### config.mk
export PLATFORM = sky130hd
export DESIGN_NAME = bbd_denorm
export DESIGN_NICKNAME = d
export VERILOG_FILES = /design/src/rtl/core/bbd_pkg.sv /design/src/rtl/core/bbd_denorm.sv
export SDC_FILE = /design/constraint.sdc
export NUM_CORES = 1
export LEC_CHECK = 0
export BUFFER_PORTS_ARGS = -buffer_cell sky130_fd_sc_hd__buf_4
export CAP_MARGIN = 25
export CORE_ASPECT_RATIO = 2
export CORE_MARGIN = 2
export CORE_UTILIZATION = 55
export DETAILED_ROUTE_END_ITERATION = 8
export PLACE_DENSITY = 0.77
export REMOVE_ABC_BUFFERS = 1
export SLEW_MARGIN = 5
export SYNTH_ARGS = -nofsm -noshare
export SYNTH_HDL_FRONTEND = slang
export SYNTH_SLANG_ARGS = --single-unit
export TNS_END_PERCENT = 10
### constraint.sdc
create_clock -name i_clk -period 6.85 [get_ports i_clk]
set_input_delay 1.37 -clock i_clk [delete_from_list [all_inputs] [get_ports i_clk]]
set_output_delay 1.37 -clock i_clk [all_outputs]
set_load 0.05 [all_outputs]
### src/rtl/core/bbd_pkg.sv
// ----------------------------------------------------------------------------
// bbd_pkg
// shared widths, constants and types of the box delta decoder
// ----------------------------------------------------------------------------
package bbd_pkg;

    localparam int BATCH_SLOTS = 64;
    localparam int NUM_STAGES  = 10;

    localparam int S_TDATA_W = 136;
    localparam int M_TDATA_W = 80;
    localparam int CFG_W     = 64;

    // wide accumulator for corners in q.33
    localparam int ACC_W = 61;

    typedef logic [NUM_STAGES:1] t_stage_en;

    typedef enum logic [1:0] {
        CFG_MEANS   = 2'd0,
        CFG_STDS    = 2'd1,
        CFG_FILT_EN = 2'd2,
        CFG_MASK    = 2'd3
    } t_cfg_idx;

    localparam logic [CFG_W-1:0] STDS_RESET = 64'h1000_1000_1000_1000;

    // 2^f polynomial, q.16
    localparam logic [15:0] EXP_C1 = 16'd45559;
    localparam logic [15:0] EXP_C2 = 16'd14820;
    localparam logic [15:0] EXP_C3 = 16'd5156;

    localparam logic signed [34:0] LOG2E_Q16 = 35'sd94548;
    localparam logic signed [21:0] CLAMP_HI  = 22'sd32768;
    localparam logic signed [21:0] CLAMP_LO  = -22'sd32768;

    localparam logic signed [19:0] OUT_MAX = 20'sh7FFFF;
    localparam logic signed [19:0] OUT_MIN = 20'sh80000;

    localparam logic signed [ACC_W-1:0] W_BIAS   = {{(ACC_W-33){1'b0}}, 1'b1, 32'd0};
    localparam logic signed [ACC_W-1:0] RND_HALF = {{(ACC_W-29){1'b0}}, 1'b1, 28'd0};
    localparam logic signed [ACC_W-1:0] SAT_LIM  = {{(ACC_W-49){1'b0}}, 1'b1, 48'd0};

endpackage

### src/rtl/core/bbd_denorm.sv
// ----------------------------------------------------------------------------
// bbd_denorm
// two-stage delta denormalization: delta * std, round to q.12, add mean
// ----------------------------------------------------------------------------
module bbd_denorm
    import bbd_pkg::*;
(
    input  logic               i_clk,
    input  t_stage_en          i_en,
    input  logic signed [15:0] i_delta,
    input  logic [15:0]        i_std,
    input  logic [15:0]        i_mean,
    output logic signed [21:0] o_dn
);

    logic signed [32:0] r_p;
    logic signed [32:0] n_p;
    logic signed [32:0] rnd;
    logic signed [21:0] r_dn;
    logic signed [21:0] n_dn;

    always_comb begin
        n_p  = $signed(i_delta) * $signed({1'b0, i_std});
        rnd  = r_p + 33'sd2048;
        n_dn = 22'(rnd >>> 12) + 22'($signed(i_mean));
    end

    always_ff @(posedge i_clk) begin
        if (i_en[1]) begin
            r_p <= n_p;
        end
        if (i_en[2]) begin
            r_dn <= n_dn;
        end
    end

    assign o_dn = r_dn;

endmodule

# After elaboration in Yosys (flattened, before gate mapping)

Cells that the tools add are included.

Flip-flop bits (word level): 55
Bits of input ports: 59
Output and inout bits: 22

$add $sub $neg: 2
$mul: 1

Operator list:

| operator               | number |
|---|---|
| $add 33x13->33 const B | 1 |
| $mul 16x17->33         | 1 |
| $add 21x16->22         | 1 |

# Logic depth before layout (Yosys ltp)

Depth in word-level cells: 2
Gate-level depth with buffers: 22

# Worst setup path after synthesis

No wires, ideal clock.

Kind: in2reg
Start point: input port i_delta[1]
End point: register r_p[32] (data pin)
Setup time: 0.255 ns
Data arrival time: 6.533 ns
Setup slack: 0.061 ns
Stages on the path: 20
Path buffers: 1
Cell sequence: clkbuf_1 -> nand2_1 -> fa_1 -> fa_1 -> inv_1 -> fa_1 -> fa_1 -> fa_1 -> inv_1 -> fa_1 -> inv_1 -> ha_1 -> a21o_1 -> a21o_1 -> a21o_1 -> a221o_1 -> a21oi_2 -> nor3_1 -> o32a_1 -> and3_1

Word-level cells in the longest chain between the ends: 1

Ends and longest elaborated chain:

| what                   | line             | text |
|---|---|---|
| start: declaration     | bbd_denorm.sv:10 | `input logic signed [15:0] i_delta,` |
| $mul 16x17->33         | bbd_denorm.sv:23 | `n_p = $signed(i_delta) * $signed({1'b0, i_std});` |
| net n_p[32]            | bbd_denorm.sv:17 | `logic signed [32:0] n_p;` |
| end signal: assignment | bbd_denorm.sv:30 | `r_p <= n_p;` |
| end: declaration       | bbd_denorm.sv:16 | `logic signed [32:0] r_p;` |

The timed path passes the listed nets, and every way through them passes these cells.
A chain may end at the register's enable or synchronous reset.

# Worst setup path after layout

Start point: input port i_std[10]
End point: register r_p[32] (data pin)

Word-level cells in the longest chain between the ends: 1

Ends and longest elaborated chain:

| what               | line             | text |
|---|---|---|
| start: declaration | bbd_denorm.sv:11 | `input logic [15:0] i_std,` |
| $mul 16x17->33     | bbd_denorm.sv:23 |  |
| net n_p[32]        | bbd_denorm.sv:17 |  |

The timed path passes the listed nets, and every way through them passes these cells.

==> qor.csv <==
metric,value,unit
Synth warnings,0,
Yosys cell types,43,
CP startpoint kind,input port,
fraction of registers with async set or reset after synthesis,0,%
Top-Level Pins,81,
hold-fix buffer count after cts,0,
Worst Tran Pin Value,437.8,ps
max_slew headroom,70.56,%
final hold slack,775.9,ps
most common cell in the netlist,inv_1,
CP dominant cell by count,fa_1,
Critical Path AT,6720,ps
Worst-path clk slew,50,ps
die area,21340,um2
"Slowest-stage cell, CP",fa_1,
die height,204.6,um
outcome,"complete, no violations",
Final Hold Vio Count,0,
origin of the critical flop-to-flop path,r_p[13]$_DFFE_PP_,
Tightest Hold Check Type,flop to flop,
WL final,24370,um
initial antenna violation count,0,
critical-path cell list,"buf_4, buf_4, nand2_1, fa_1, fa_1, inv_1, fa_1, fa_1, fa_1, inv_2, fa_1, inv_2, ha_4, a21o_1, a21o_1, a21o_1, a221o_1, a21oi_4, nor3_4, o32a_1, and3_1",
Root Buffer Master,clkbuf_16,
die width,104.3,um
Critical Path RT,6890,ps
max incr delay on CP,560,ps
worst-skew pair later-pin latency,280,ps
DRT Pass-1 Iters,4,
wire per inst,15.42,um
synthesized cell area,11070,um2
global-route wire length before repair,40580,um
via count,8471,
CTS tree,done,
fillcell total,1618,
Area growth syn-to-layout,14.65,%
gr usage total,23.57,%
CTS buffer count,5,
DRC viols,0,
Highest Clock Rate,149.5,MHz
Main synth FF type,edfxtp_1,
GR Overflow Total,0,
number of flops mapped to enable cells by yosys,44,
Iter 0 DRT Violations,279,
H-tree Lvls,2,
# Max-Cap Violations,0,
buffers added on ports,72,
sequential cell area fraction in the yosys report,11.94,%
Synth Area per Inst,9.292,um2
Core Region,19820,um2
Site Rows,73,
"flops & latches, synth",44,
endpoints failing setup,0,
max-slew violation count,0,
CP startpoint,i_std[10],
Setup CP Type,input port to flop,
Final Skew,1.055,ps
clk sinks,44,
Crit. End Element,flop,
post-synthesis cell count,1191,
largest net degree at the start of global routing,23,
antenna-violating nets left,0,
Yosys top cell by area,fa_1,
share of the synthesized area in the top cell type,35.09,%
share of cells above drive strength 1,13.96,%
RSZ-0062 raised after global routing,yes,
fin crit period,6688,ps
routability cong.,0.8932,
Final period util,97.64,%
Synth area leaders,"fa_1, ha_1, edfxtp_1",
DP HPWL,21760,um
Diodes inserted,0,
vias in the first global route,9295,
Max Root-Sink Buffers,2,
nets@finish,1712,
Starting Density,55.84,%
Commonest cells post-synth,"inv_1, fa_1, nand2_1",
CP max FO,9,
Vias/cell,5.361,
worst hold start,r_p[11]$_DFFE_PP_,
## through the flow
stage	setup TNS, ps	instances	utilization, %	area (um2)	worst slack [ps]
detailed placement	-1370	1573	62.85	12460	-249.9
CTS	0	1580	63.52	12590	42.52
global route	-10.85	1580	64.02	12690	-10.85
floorplan	0	1158	-	10940	258.2
finish	0	1580	64.02	12690	161.9
global placement	-625.2	1573	62.85	12460	-131.9
## cell usage in the layout (no fill, tap or decap), types with 6 or more instances in the layout
master,count
xnor2_1,39
inv_1,240
nand3_1,13
ha_1,139
nor2b_1,6
and3_1,9
nor3_1,8
fa_1,192
a21o_1,25
buf_4,147
edfxtp_1,44
and2_1,114
xor2_1,19
nand2_1,148
nor2_1,34
nand2b_1,8
nand4_1,8
o21ai_0,17
a21oi_1,31
## final timing paths
| kind | endpoint | slack [ps] | cells past startpoint |
|---|---|---|---|
| max | r_p[32]$_DFFE_PP_ | 160 | 21 |
| min | o_dn[0]$_DFFE_PP_ | 780 | 2 |
| max reg2reg | o_dn[19]$_DFFE_PP_ | 3240 | 15 |
| min reg2reg | o_dn[0]$_DFFE_PP_ | 780 | 2 |
## cell families after synthesis
kind of cell               after synthesis  share of synthesized area (%)
and+or+nand+nor                        362                          16.19
adders and majority gates              335                          51.03
buffers and inverters                  277                          9.395
AOI/OAI and AO/OA                      114                          6.750
xor gates and xnor gates                58                          4.590
DFF                                     44                          11.94
muxes                                    1                         0.1017
## registers in the layout, summed over array words and instances, names as in the netlist
name,cells
o_dn,22
r_p,22
## worst max-delay path: cells and delay by family
kind / cells / cell delay [ps]
buf+inv: 5 / 500
compound gates: 6 / 1240
simple gates: 3 / 330
fa+ha+maj: 7 / 3300
## final cells by class
class | count | area, um2 | area share [%]
flip-flops and latches | 44 | 1321 | 10.41
multi-input cells | 870 | 8793 | 69.30
repair buffers | 153 | 1197 | 9.437
inverters | 244 | 915.9 | 7.218
well taps | 262 | 327.8 | 2.584
clock inverters | 2 | 7.507 | 0.05917
clock buffers | 5 | 125.1 | 0.9861
## layer usage
layer / vias up / routed length (um) / global-route usage [%]
met5: - / 0 / 0
met4: 0 / 1613 / 14.29
met3: 102 / 668 / 1.973
met2: 193 / 14120 / 48.27
met1: 4214 / 7959 / 21.71
li1: 3962 / - / -
## timing repair
item / 4_1_cts / 5_1_grt
setup buffers: 0 / 0
setup endpoints to repair: 0 / 7
resized for setup: 0 / 27
Power is left out: the tool's default activity adds up to more than one toggle a clock period on the data nets, which glitch-free logic cannot reach.
