## config.mk

```make
export PLATFORM = sky130hd
export DESIGN_NAME = bbd_axis
export DESIGN_NICKNAME = d
export VERILOG_FILES = /design/src/rtl/core/bbd_pkg.sv /design/src/rtl/core/bbd_exp2.sv /design/src/rtl/core/bbd_axis.sv
export SDC_FILE = /design/constraint.sdc
export NUM_CORES = 2
export LEC_CHECK = 0
export BUFFER_PORTS_ARGS = -buffer_cell sky130_fd_sc_hd__buf_2
export CAP_MARGIN = 20
export CORE_UTILIZATION = 53
export CTS_BUF_LIST = sky130_fd_sc_hd__clkbuf_16
export CTS_CLUSTER_DIAMETER = 100
export CTS_CLUSTER_SIZE = 40
export DETAILED_ROUTE_END_ITERATION = 7
export PLACE_DENSITY = 0.75
export SLEW_MARGIN = 20
export SYNTH_ARGS = -nofsm -noshare
export SYNTH_HDL_FRONTEND = slang
export SYNTH_SLANG_ARGS = --single-unit
```

## constraint.sdc

```tcl
create_clock -name i_clk -period 10.79 [get_ports i_clk]
set_input_delay 2.6975 -clock i_clk [delete_from_list [all_inputs] [get_ports i_clk]]
set_output_delay 2.6975 -clock i_clk [all_outputs]
set_load 0.005 [all_outputs]
```

## src/rtl/core/bbd_pkg.sv

```systemverilog
// ----------------------------------------------------------------------------
// bbd_pkg
// shared widths, constants and types of the box delta decoder
// ----------------------------------------------------------------------------
package bbd_pkg;

    localparam int BATCH_SLOTS = 64;
    localparam int NUM_STAGES  = 10;

    localparam int S_TDATA_W = 136;
    localparam int M_TDATA_W = 80;
    localparam int CFG_W     = 64;

    // wide accumulator for corners in q.33
    localparam int ACC_W = 61;

    typedef logic [NUM_STAGES:1] t_stage_en;

    typedef enum logic [1:0] {
        CFG_MEANS   = 2'd0,
        CFG_STDS    = 2'd1,
        CFG_FILT_EN = 2'd2,
        CFG_MASK    = 2'd3
    } t_cfg_idx;

    localparam logic [CFG_W-1:0] STDS_RESET = 64'h1000_1000_1000_1000;

    // 2^f polynomial, q.16
    localparam logic [15:0] EXP_C1 = 16'd45559;
    localparam logic [15:0] EXP_C2 = 16'd14820;
    localparam logic [15:0] EXP_C3 = 16'd5156;

    localparam logic signed [34:0] LOG2E_Q16 = 35'sd94548;
    localparam logic signed [21:0] CLAMP_HI  = 22'sd32768;
    localparam logic signed [21:0] CLAMP_LO  = -22'sd32768;

    localparam logic signed [19:0] OUT_MAX = 20'sh7FFFF;
    localparam logic signed [19:0] OUT_MIN = 20'sh80000;

    localparam logic signed [ACC_W-1:0] W_BIAS   = {{(ACC_W-33){1'b0}}, 1'b1, 32'd0};
    localparam logic signed [ACC_W-1:0] RND_HALF = {{(ACC_W-29){1'b0}}, 1'b1, 28'd0};
    localparam logic signed [ACC_W-1:0] SAT_LIM  = {{(ACC_W-49){1'b0}}, 1'b1, 48'd0};

endpackage

```

## src/rtl/core/bbd_exp2.sv

```systemverilog
// ----------------------------------------------------------------------------
// bbd_exp2
// three-stage horner evaluation of 2^f in q.16, one multiply per stage
// ----------------------------------------------------------------------------
module bbd_exp2
    import bbd_pkg::*;
(
    input  logic        i_clk,
    input  t_stage_en   i_en,
    input  logic [15:0] i_f,
    output logic [16:0] o_m
);

    logic [28:0] p4;
    logic [31:0] p5;
    logic [31:0] p6;
    logic [15:0] r_t1;
    logic [15:0] r_t2;
    logic [16:0] r_m;
    logic [15:0] r_f4;
    logic [15:0] r_f5;

    always_comb begin
        p4 = {13'd0, EXP_C3} * {13'd0, i_f};
        p5 = {16'd0, r_t1} * {16'd0, r_f4};
        p6 = {16'd0, r_t2} * {16'd0, r_f5};
    end

    always_ff @(posedge i_clk) begin
        if (i_en[4]) begin
            r_t1 <= {3'd0, p4[28:16]} + EXP_C2;
            r_f4 <= i_f;
        end
        if (i_en[5]) begin
            r_t2 <= p5[31:16] + EXP_C1;
            r_f5 <= r_f4;
        end
        if (i_en[6]) begin
            r_m <= {1'b0, p6[31:16]} + 17'h10000;
        end
    end

    assign o_m = r_m;

endmodule

```

## src/rtl/core/bbd_axis.sv

```systemverilog
// ----------------------------------------------------------------------------
// bbd_axis
// one axis of the decode: side, center shift, exp scale, corners, saturate
// ----------------------------------------------------------------------------
module bbd_axis
    import bbd_pkg::*;
(
    input  logic               i_clk,
    input  t_stage_en          i_en,
    input  logic [15:0]        i_lo,
    input  logic [15:0]        i_hi,
    input  logic signed [21:0] i_dc,
    input  logic signed [21:0] i_dl,
    output logic signed [19:0] o_first,
    output logic signed [19:0] o_second
);

    function automatic logic signed [19:0] round_sat(input logic signed [ACC_W-1:0] v);
        logic signed [ACC_W-1:0] r;
        logic signed [ACC_W-1:0] s;
        r = v + RND_HALF;
        s = r >>> 29;
        if (r >= SAT_LIM) begin
            return OUT_MAX;
        end else if (r < -SAT_LIM) begin
            return OUT_MIN;
        end else begin
            return s[19:0];
        end
    endfunction

    // stage 1..2: side and a + b - 16
    logic signed [17:0] r_side1, r_side2, r_side3, r_side4, r_side5, r_side6;
    logic signed [17:0] r_sum1, r_sum2, r_sum3, r_sum4, r_sum5, r_sum6;
    logic signed [16:0] dlc;
    logic signed [34:0] r_y3;
    logic signed [39:0] r_pcp3, r_pcp4, r_pcp5, r_pcp6;
    logic signed [6:0]  n_int;
    logic [4:0]         n_sh;
    logic [4:0]         r_sh4, r_sh5, r_sh6, r_sh7;
    logic [16:0]        m;
    logic signed [35:0] r_sm7;
    logic signed [ACC_W-1:0] r_pc7;
    logic signed [ACC_W-1:0] r_w8;
    logic signed [ACC_W-1:0] r_pc8;
    logic signed [ACC_W-1:0] r_v1;
    logic signed [ACC_W-1:0] r_v2;
    logic signed [19:0] r_o1;
    logic signed [19:0] r_o2;

    always_comb begin
        if (i_dl > CLAMP_HI) begin
            dlc = 17'sd32768;
        end else if (i_dl < CLAMP_LO) begin
            dlc = -17'sd32768;
        end else begin
            dlc = 17'(i_dl);
        end
        n_int = r_y3[34:28];
        n_sh  = 5'(n_int + 7'sd12);
    end

    bbd_exp2 u_exp2 (
        .i_clk (i_clk),
        .i_en  (i_en),
        .i_f   (r_y3[27:12]),
        .o_m   (m)
    );

    always_ff @(posedge i_clk) begin
        if (i_en[1]) begin
            r_side1 <= $signed({2'b00, i_hi}) - $signed({2'b00, i_lo}) + 18'sd16;
            r_sum1  <= $signed({2'b00, i_hi}) + $signed({2'b00, i_lo}) - 18'sd16;
        end
        if (i_en[2]) begin
            r_side2 <= r_side1;
            r_sum2  <= r_sum1;
        end
        if (i_en[3]) begin
            r_y3    <= 35'(dlc) * LOG2E_Q16;
            r_pcp3  <= 40'(i_dc) * 40'(r_side2);
            r_side3 <= r_side2;
            r_sum3  <= r_sum2;
        end
        if (i_en[4]) begin
            r_sh4   <= n_sh;
            r_pcp4  <= r_pcp3;
            r_side4 <= r_side3;
            r_sum4  <= r_sum3;
        end
        if (i_en[5]) begin
            r_sh5   <= r_sh4;
            r_pcp5  <= r_pcp4;
            r_side5 <= r_side4;
            r_sum5  <= r_sum4;
        end
        if (i_en[6]) begin
            r_sh6   <= r_sh5;
            r_pcp6  <= r_pcp5;
            r_side6 <= r_side5;
            r_sum6  <= r_sum5;
        end
        if (i_en[7]) begin
            r_sm7 <= 36'(r_side6) * $signed({19'd0, m});
            r_pc7 <= (ACC_W'(r_pcp6) <<< 16) + (ACC_W'(r_sum6) <<< 27);
            r_sh7 <= r_sh6;
        end
        if (i_en[8]) begin
            // side * exp(dl) in q.32, minus one pixel
            r_w8  <= (ACC_W'(r_sm7) <<< r_sh7) - W_BIAS;
            r_pc8 <= r_pc7 <<< 1;
        end
        if (i_en[9]) begin
            r_v1 <= r_pc8 - r_w8;
            r_v2 <= r_pc8 + r_w8;
        end
        if (i_en[10]) begin
            r_o1 <= round_sat(r_v1);
            r_o2 <= round_sat(r_v2);
        end
    end

    assign o_first  = r_o1;
    assign o_second = r_o2;

endmodule

```

Word-level counts from Yosys, hierarchy flattened
Cells that the tools add are included.
{"block": "word_totals", "elab_cells": 65, "reg_bits": 881, "output_inout_bits": 40, "inputBits": 87}
{"block": "op_classes", "shifts": 1, "mux": 4, "mul": 6, "order_cmp": 6, "add_sub_neg": 14}
{"operator": "$add A61 B30 Y61 const B", "n": 2}
{"operator": "$ge A61 B50 Y1 const B", "n": 2}
{"operator": "$lt A61 B49 Y1 const B", "n": 2}
{"operator": "$mul A16 B16 Y32", "n": 2}
{"operator": "$add A58 B61 Y61", "n": 1}
{"operator": "$sshl A36 B5 Y61", "n": 1}
{"operator": "$sub A58 B61 Y61", "n": 1}
{"operator": "$sub A61 B34 Y61 const B", "n": 1}
{"operator": "$add A56 B45 Y57", "n": 1}
{"operator": "$mul A22 B18 Y40", "n": 1}
{"operator": "$mux W20", "n": 2}
{"operator": "$mul A18 B18 Y36", "n": 1}
{"operator": "$mux W17", "n": 2}
{"operator": "$mul A17 B16 Y31 const B", "n": 1}
{"operator": "$mul A11 B16 Y27 const A", "n": 1}
{"operator": "$gt A22 B17 Y1 const B", "n": 1}
{"operator": "$lt A22 B16 Y1 const B", "n": 1}
{"operator": "$add A17 B6 Y18 const B", "n": 1}
{"operator": "$sub A17 B5 Y18 const B", "n": 1}
{"operator": "$add A16 B16 Y17", "n": 1}
{"operator": "$add A16 B17 Y17 const B", "n": 1}
{"operator": "$sub A16 B16 Y17", "n": 1}
{"operator": "$add A16 B16 Y16 const B", "n": 1}
{"operator": "$add A13 B14 Y15 const B", "n": 1}
{"operator": "$add A5 B5 Y5 const B", "n": 1}

Depth between registers and ports, before layout
{"block": "depth", "depth_word": 4, "mapped_depth": 30, "ltp_nobuf": 29}

Cells and area by module
A second synthesis with hierarchy kept.
{"block": "hier_totals", "cells_unflattened": 8057, "hier_area_um2": 84752.5}
{"module": "bbd_axis", "n_inst": 1, "area_per_inst_um2": 64038.9, "cells_each": 5890, "seq_area_each_um2": 20900.0}
{"module": "bbd_exp2", "n_inst": 1, "area_per_inst_um2": 20713.6, "cells_each": 2167, "seq_area_each_um2": 2372.3}

Least setup slack after synthesis
OpenSTA, ideal clock, no wires.
{"block": "synth_path", "path_kind": "input-to-reg", "from": "input i_dc[8]", "to": "register r_pcp3[39] (data pin)", "required_ns": 10.530, "setup_time_ns": 0.260, "stages": 25, "arrival_ns": 9.069, "n_path_buf": 2, "setup_slack_ns": 1.461, "path_cell_list": "clkbuf_1 -> clkbuf_1 -> nand2_1 -> fa_1 -> inv_1 -> fa_1 -> inv_1 -> fa_1 -> inv_1 -> fa_1 -> inv_1 -> fa_1 -> inv_1 -> fa_1 -> ha_1 -> a21o_1 -> a21o_1 -> or3_1 -> o21ai_0 -> nor3_1 -> o311a_1 -> a2111oi_0 -> o21bai_1 -> a21oi_1 -> xnor2_1"}
{"block": "synth_via", "elab_chain_len": 1}
{"item": "from (decl)", "line_no": "bbd_axis.sv:12", "rtl": "input logic signed [21:0] i_dc,"}
{"item": "$mul A22 B18 Y40", "line_no": "bbd_axis.sv:81", "rtl": "r_pcp3 <= 40'(i_dc) * 40'(r_side2);"}
{"item": "to (signal assigned)", "line_no": "bbd_axis.sv:81"}
{"item": "to (decl)", "line_no": "bbd_axis.sv:37", "rtl": "logic signed [39:0] r_pcp3, r_pcp4, r_pcp5, r_pcp6;"}
Every way passes these cells.
A chain may end at the register's enable or synchronous reset.

Final worst setup path
{"block": "layout_path", "from": "input i_dc[5]", "to": "register r_pcp3[39] (data pin)"}
Same word-level chain as after synthesis.

==> impl_metrics.tcl <==
set metrics [dict create \
    clk_pin_slew_ps 130 \
    drive_gt1_frac 0.0407 \
    fin_setup_tns_ps 0 \
    io_pins 127 \
    grt_pass1_vias 57900 \
    synth_compound_area_frac 0.0620 \
    h-tree-depth 2 \
    rr_endpoint "u_exp2.r_t2[15]" \
    hold-path-endpoint "r_pcp4[33]" \
    cap_violations 0 \
    core-area_mm2 0.156 \
    synth_nets 9970 \
    num-nets-final 9911 \
    cts_buffers 35 \
    start_util 0.534 \
    grt_max_degree 83 \
    vias_per_cell 5.51 \
    synth_area_mm2 0.0834 \
    drc 0 \
    synth_fa_ha_area_frac 0.401 \
    rsz0062_at_grt "no" \
    gp_congestion 0.949 \
    holdCritPathClass "reg2reg" \
    wl_per_cell_um 18.2 \
    n_fill_cell 13100 \
    post_cts_resized 0 \
    synth_top_area_cell "fa_1" \
    overflow 0 \
    synth_top_family_by_area "adder cells" \
    ys_top_cells_by_count "inv_1, fa_1, nand2_1" \
    synth_async_sr_flop_share 0 \
    clockBufferDepth 3 \
    hold_start "r_pcp3[33]" \
    synth.area.mux_share 0.0186 \
    holdPathStages 0 \
    cp-start-kind "primary input" \
    synthDistinctLibCells 88 \
    cts_hold_buf 0 \
    hpwlAfterDp_um 143000 \
    slew_headroom 0.222 \
    cts_tree "done" \
    clock-root-buffer "clkbuf_16" \
    synth-simple-area-share 0.119 \
    die_area_mm2 0.159 \
    synth_top_flop_cell "edfxtp_1" \
    worst-slew-pin-transition_ps 1170 \
    synth-seq-cells 775 \
    crit_type "in2reg" \
    reg2reg_depth 24 \
    ys_warn_count 0 \
    rows 145 \
    synthXorXnorAreaFrac 0.0364 \
    fmax_ghz 0.111 \
    syn_to_final_growth_pct 4.52 \
    synth_edf_count 775 \
    netlist.area_leader.share 0.284 \
    crit_path_start "i_dc[5]" \
    critPathMaxFanout 18 \
    cts_setup_buffers 0 \
    die_h_um 399 \
    required_ps 11190 \
    grt_pass1_wl_um 299000 \
    clock_skew_ps 75.7 \
    fin_crit_sh 0.831 \
    routed_wl_um 181000 \
    synth_area_per_cell_um2 10.5 \
    critPathCaptureType "flip-flop" \
    clkLatencyLatePin_ps 650 \
    synth_area_leaders "fa_1, edfxtp_1, ha_1" \
    die_x_um 399 \
    grt_antenna_before_repair 7 \
    synth_seq_area_share 0.279 \
    cts_sinks 775 \
    worstPathArrival_ps 9370 \
    io_buffers 126 \
    dr.pass1.iters 6 \
    period_needed_ps 8970 \
    multi_input_area_mm2 0.0531 \
    ant_nets 0 \
    final_max_slew_viol_count 0 \
    ff2ff_setup_slack_ps 2260 \
    synth_cells 7924 \
    track_usage 0.235 \
    status "completed" \
    rr_startpoint "u_exp2.r_f4[6]" \
    vias 54800 \
    setup_viol 0 \
    regArea_mm2 0.0233 \
    drt_iter0_markers 4009 \
    synth.most_common_cell "inv_1" \
    hold_viol 0 \
]
placed cells by master (no fill, tap or decap), types with 37 or more instances in the layout:
cell / Yosys / final
buf_4: 0 / 51
nor2b_1: 49 / 49
o21ai_0: 166 / 166
buf_2: 0 / 120
a21o_1: 70 / 70
o21bai_1: 53 / 53
nand3_1: 84 / 84
and2_1: 459 / 459
nand2b_1: 45 / 45
and3_1: 37 / 37
mux2i_1: 41 / 41
nor3_1: 69 / 69
o21a_1: 41 / 41
inv_1: 1588 / 1589
xor2_1: 102 / 102
ha_1: 774 / 774
xnor2_1: 245 / 245
mux4_2: 44 / 44
edfxtp_1: 775 / 775
a21oi_1: 264 / 264
fa_1: 1185 / 1185
nor2_1: 257 / 257
nand2_1: 925 / 925
critical path, stage by stage:
cell and delay, ps:
buf_2 400, nand2_1 150, fa_1 560, inv_1 50, fa_1 510, inv_1 50
fa_1 470, inv_1 50, fa_1 530, inv_1 50, fa_1 540, inv_1 70
fa_1 480, ha_1 380, a21o_1 200, a21o_1 180, or3_1 300, o21ai_0 180
buf_4 180, nor3_1 90, o311a_1 410, a2111oi_0 430, o21bai_1 140, a21oi_1 200
xnor2_1 80
state kept, by name, summed over array words and instances, names as in the netlist, 18 cells and up:
register / cells
r_sum2: 18
r_pc7: 41
r_w8: 61
r_sm7: 36
r_side1: 18
r_sum4: 18
r_pcp3: 40
r_pcp4: 40
r_sum5: 18
o_second: 20
r_pcp5: 40
r_sum3: 18
r_pc8: 41
r_y3: 21
r_pcp6: 40
r_v1: 33
o_first: 20
r_v2: 33
r_sum6: 18
final cells by class:
| cell class | instances | area share |
|---|---|---|
| multi-input cells | 5292 | 0.610 |
| clock buffers | 35 | 0.0100 |
| flip-flops and latches | 775 | 0.267 |
| diodes | 4 | 0.000115 |
| clock inverters | 19 | 0.00390 |
| inverters | 1589 | 0.0684 |
| well taps | 2058 | 0.0295 |
| repair buffers | 172 | 0.0114 |
metrics by stage:
stage / instances / utilization / instance area (um^2) / worst slack, ps / hold slack [ps]
after global routing: 9944 / 0.558 / 87200 / 1370 / 385
after CTS: 9940 / 0.558 / 87100 / 1870 / 387
after global placement: 9886 / 0.550 / 85900 / 1280 / 401
after floorplan: 7924 / - / 83400 / 1460 / 400
final: 9944 / 0.558 / 87200 / 1820 / 376
after detailed placement: 9886 / 0.550 / 85900 / 1150 / 405
cell families after synthesis:
group                      after synthesis
muxes                                   98
AOI/OAI and AO/OA                      814
buffers and inverters                 1857
xor gates and xnor gates               347
DFF                                    775
and+or+nand+nor                       2073
adders and majority gates             1960
how the worst max path moves through the flow:
stage | endpoint | slack, ps | cells past startpoint
3_5_place_dp | r_pcp3[39] | 1150 | 25
4_1_cts | r_pcp3[39] | 1870 | 25
5_1_grt | r_y3[32] | 1370 | 29
6_report | r_pcp3[39] | 1820 | 25
3_3_place_gp | r_pcp3[39] | 1280 | 25
2_1_floorplan | r_pcp3[39] | 1460 | 25
layer usage:
metal	up-vias	global-route usage	wire length [um]
li1	25100	-	-
met1	27600	0.328	78300
met2	1806	0.394	86500
met3	329	0.0243	11500
met4	2	0.0625	4930
met5	-	0	9
Power is left out: the tool's default activity adds up to more than one toggle a clock period on the data nets, which glitch-free logic cannot reach.
